--- src/design/sti_pkg.sv ---
`default_nettype none
package sti_pkg;

    localparam int MaxSamples    = 1024;
    localparam int MaxComponents = 8;

    // Result status codes.
    typedef enum logic [1:0] {
        ST_OK       = 2'd0,
        ST_RANGE    = 2'd1,
        ST_ACCEPTED = 2'd2,
        ST_REJECTED = 2'd3
    } status_t;

    // Request types.
    typedef enum logic {
        REQ_APPEND = 1'b0,
        REQ_QUERY  = 1'b1
    } req_t;

    // Control sequencer states.
    typedef enum logic [3:0] {
        S_IDLE,
        S_APP_RD,
        S_APP_CHK,
        S_Q_RD_FIRST,
        S_Q_RD_LAST,
        S_Q_CHK,
        S_SEARCH_RD,
        S_SEARCH_CHK,
        S_BRK_RD,
        S_VAL_RD,
        S_VAL_WAIT,
        S_DIV,
        S_EMIT,
        S_OUT
    } state_t;

    // Divider control and status.
    typedef struct packed {
        logic start;
    } div_ctrl_t;

    typedef struct packed {
        logic busy;
        logic done;
    } div_stat_t;

endpackage
`default_nettype wire

--- src/design/sti_div.sv ---
`default_nettype none
// Restoring divider, one quotient bit per cycle: 64-bit dividend over 32-bit divisor.
module sti_div (
    input  wire logic                 aclk,
    input  wire logic                 aresetn,
    input  wire sti_pkg::div_ctrl_t   ctrl,
    input  wire logic [63:0]          dividend,
    input  wire logic [31:0]          divisor,
    output sti_pkg::div_stat_t        stat,
    output logic [63:0]               quotient
);
    logic [63:0] quo_reg, quo_next;
    logic [32:0] rem_reg, rem_next;
    logic [31:0] dvs_reg, dvs_next;
    logic [6:0]  cnt_reg, cnt_next;
    logic        busy_reg, busy_next;
    logic        done_reg, done_next;
    logic [33:0] trial;
    logic [32:0] shifted;

    // One shift and subtract step per cycle.
    always_comb begin
        quo_next  = quo_reg;
        rem_next  = rem_reg;
        dvs_next  = dvs_reg;
        cnt_next  = cnt_reg;
        busy_next = busy_reg;
        done_next = 1'b0;
        shifted   = {rem_reg[31:0], quo_reg[63]};
        trial     = {1'b0, shifted} - {2'b00, dvs_reg};
        if (ctrl.start) begin
            quo_next  = dividend;
            rem_next  = '0;
            dvs_next  = divisor;
            cnt_next  = 7'd64;
            busy_next = 1'b1;
        end else if (busy_reg) begin
            if (!trial[33]) begin
                rem_next = trial[32:0];
                quo_next = {quo_reg[62:0], 1'b1};
            end else begin
                rem_next = shifted;
                quo_next = {quo_reg[62:0], 1'b0};
            end
            cnt_next = cnt_reg - 7'd1;
            if (cnt_reg == 7'd1) begin
                busy_next = 1'b0;
                done_next = 1'b1;
            end
        end
    end

    always_ff @(posedge aclk) begin
        if (!aresetn) begin
            busy_reg <= 1'b0;
            done_reg <= 1'b0;
            cnt_reg  <= '0;
        end else begin
            busy_reg <= busy_next;
            done_reg <= done_next;
            cnt_reg  <= cnt_next;
        end
        quo_reg <= quo_next;
        rem_reg <= rem_next;
        dvs_reg <= dvs_next;
    end

    assign stat.busy = busy_reg;
    assign stat.done = done_reg;
    assign quotient  = quo_reg;
endmodule
`default_nettype wire

--- config.mk ---
export PLATFORM = sky130hd
export DESIGN_NAME = sti_div
export DESIGN_NICKNAME = d
export VERILOG_FILES = /design/src/design/sti_pkg.sv /design/src/design/sti_div.sv
export SDC_FILE = /design/constraint.sdc
export NUM_CORES = 1
export LEC_CHECK = 0
export ABC_AREA = 1
export ABC_CLOCK_PERIOD_IN_PS = 4600
export BUFFER_PORTS_ARGS = -buffer_cell sky130_fd_sc_hd__buf_2
export CAP_MARGIN = 30
export CORE_ASPECT_RATIO = 2
export CORE_MARGIN = 2
export CORE_UTILIZATION = 35
export CTS_CLUSTER_SIZE = 12
export DETAILED_ROUTE_END_ITERATION = 16
export PLACE_DENSITY_LB_ADDON = 0.1
export SYNTH_ARGS = -nofsm -noshare
export SYNTH_HDL_FRONTEND = slang
export SYNTH_SLANG_ARGS = --single-unit
--- constraint.sdc ---
create_clock -name aclk -period 4.6 [get_ports aclk]
set_input_delay 0.23 -clock aclk [delete_from_list [all_inputs] [get_ports aclk]]
set_output_delay 0.23 -clock aclk [all_outputs]
set_load 0.05 [all_outputs]
==> results by group <==
Status
  – Run status: finished clean

Clocking
  – Cts bufs inserted: 17
  – Clk slew on worst S/H paths: 60 ps
  – Setup Fix Bufs, Post-CTS: 0
  – CTS tree: done
  – Clk root buf: clkbuf_16
  – CTS Buffer Depth: 2
  – CTS Sinks: 137
  – Number of H-tree levels: 4
  – Worst skew pair latency: 440 ps

Global routing
  – Total Routing Usage GR: 20.5%
  – First-pass GRT wire length: 39,300 um
  – Total gr overflow: 0
  – Largest net degree at the start of global routing: 61
  – Initial antenna violation count: 0
  – Number of global-route vias before repair: 7,725

Layout
  – Non-Filler Instances: 1,634
  – Most frequent cells in the layout: nand2_1 (505), inv_1 (187), buf_2 (163)
  – Area Overhead vs Synth: 23.4%
  – Most common library cell in the layout ignoring fill and taps: nand2_1
  – Max reg flops: 64
  – Layout cells sized above 1: 16.4%
  – Nets: 1,472
  – Final Cell Area: 10,200 um^2
  – Diode count: 0

Route
  – Wirelength, routed: 25,100 um
  – Final ANT Viol Nets: 0
  – Top sig layer: met4
  – Met1 WL: 8810 um
  – Met2 WL: 13,900 um
  – DR vias: 7,577
  – DR iter-0 viols: 251
  – Remaining DRCs: 0
  – Vias per Instance: 4.64
  – DR WL met3: 994 um
  – Drt first pass iters: 5
  – Routed WL per cell: 15.3 um

STA
  – FMAX: 0.362 GHz
  – Max-slew violation count: 0
  – Final hold vios: 0
  – Post-Route Setup TNS: 0 ps
  – Worst slew pin tran: 896 ps
  – Crit path time final: 2760 ps
  – Clock skew: 12.8 ps
  – RSZ-0062 raised after global routing: no
  – Final setup fails: 0
  – Tcrit/Tclk final: 60.0%
  – Slew HR: 40.1%

Worst setup path
  – CP endpoint kind: register
  – Register-to-register path setup slack: 1840 ps
  – WP data arrival: 3130 ps
  – Required time of the critical path: 4970 ps
  – Worst-path fanout max: 35
  – Category of the most critical setup path: reg2reg
  – RR Startpoint: rem_reg[18]
  – CP startpoint: rem_reg[18]
  – Setup crit start kind: register

Logic synthesis
  – Syn Std Cell Area: 8290 um^2
  – Ys Warns: 0
  – Synthesized instance count: 1,151
  – Top-area cell type share of the netlist area: 34.8%
  – Distinct cell type count after synthesis: 36
  – Sequential-to-total area share from yosys stat: 44.7%
  – Top_reg_cell synth: edfxtp_1
  – Async S/R FF share, synth: 0%
  – EDFF count, synth: 96
  – Syn Area/Cell: 7.20 um^2
  – Seq cells post-synth: 137
  – Net Count, Synth: 1,285
  – Synth area leader: edfxtp_1
  – Synth top area cells: edfxtp_1 (35%), nand2_1 (23%), dfxtp_1 (9.9%)

Floorplanning
  – Die X: 113 um
  – Num rows: 79
  – Initial Util: 35.7%
  – Core region area: 23,200 um^2
  – # IOs: 165
  – Die ar.: 25,000 um^2
  – Die Ht: 222 um

Power and ir drop
  – Cell Pwr Density: 336 nW/um^2
  – Power share of the clock group: 39.3%
  – Logic pwr share: 17.8%
  – Pleak: 0.00549 uW
  – Worst vdd ir: 0.247 mV
  – Reg power frac: 42.8%
  – Switching Share: 30.4%
  – Net switching power: 1040 uW
  – Pint: 2390 uW

Flow run
  – Max-Cap Viols: 0

Min path
  – Worst hold start: divisor[19]
  – Hold Crit Class: in2reg

Place
  – IO buf count: 164
  – Detail Placement HPWL: 18,800 um
  – RePlAce Congestion: 0.972
  – Area after DPL: 9360 um^2
  – DP Cell Count: 1,571
synth_stat cells, types with 6 or more instances:
| library cell | count |
|---|---|
| xnor2_1 | 12 |
| o21ai_1 | 14 |
| inv_1 | 189 |
| nor2_1 | 53 |
| nand3b_1 | 9 |
| ha_1 | 34 |
| nand2_1 | 505 |
| inv_2 | 6 |
| nand3_1 | 91 |
| dfxtp_1 | 41 |
| a21oi_1 | 21 |
| nor3_1 | 6 |
| nand4_1 | 10 |
| edfxtp_1 | 96 |
| clkbuf_1 | 15 |
final timing paths:
| check | endpoint | cells after the start |
|---|---|---|
| max | rem_reg[14] | 12 |
| min | dvs_reg[19] | 1 |
| max reg2reg | rem_reg[14] | 12 |
| min reg2reg | rem_reg[20] | 2 |
power by group through the flow:
stage | Clock, uW | Combinational [uW] | Sequential, uW
after detailed placement | 0 | 599 | 1490
after global placement | 0 | 594 | 1500
after floorplan | 0 | 208 | 1700
after global routing | 1430 | 664 | 1480
after CTS | 1390 | 620 | 1470
final | 1350 | 612 | 1470
logic make-up (layout without fill, tap and decap cells):
logic type               Yosys count  after routing  share of synthesized area (%)
buffers and inverters            227            427                           10.9
XOR/XNOR                          15             15                           1.59
AND/OR/NAND/NOR                  692            692                           34.5
AO/OA/AOI/OAI                     45             45                           2.91
flip-flops                       137            137                           44.7
adder cells (fa/ha/maj)           35             35                           5.37
metrics by stage:
step                setup slack [ps]  util [%]  power (uW)  hold WS [ps]
floorplan                       1490         -        1910           329
global placement                1820      40.2        2090           407
detailed placement              1830      40.3        2090           408
CTS                             1820      44.0        3480          4.15
global route                    1630      44.0        3570          4.71
finish                          1840      44.0        3430          17.6
layout make-up:
cell class | instances | area [um^2]
fill | 2451 | 13000
sequential | 137 | 3700
multi-input combinational | 787 | 3690
timing repair buffer | 200 | 1190
inverter | 195 | 732
clock buffer | 19 | 433
tap | 283 | 354
clock inverter | 13 | 129
timing repair:
action,in CTS,in global routing
hold buffers,31,0
resized for setup,0,0
endpoints found under the hold margin,31,0
metal layers:
| layer | vias up | global-route usage, % |
|---|---|---|
| met5 | - | 0 |
| met4 | 0 | 12.4 |
| met3 | 60 | 4.18 |
| met2 | 201 | 39.8 |
| met1 | 3375 | 18.9 |
| li1 | 3941 | - |
critical path, cell delays in order (launching register included):
cell	delay, ps
dfxtp_1	360
ha_1	400
nand2_1	180
inv_2	40
nand2_1	80
nand2_1	90
a21oi_2	240
nor2_4	80
nor2_8	470
nand2_4	360
nand2_1	160
nand3_1	90
o21ai_1	110
Power figures use the tool's default switching activity.
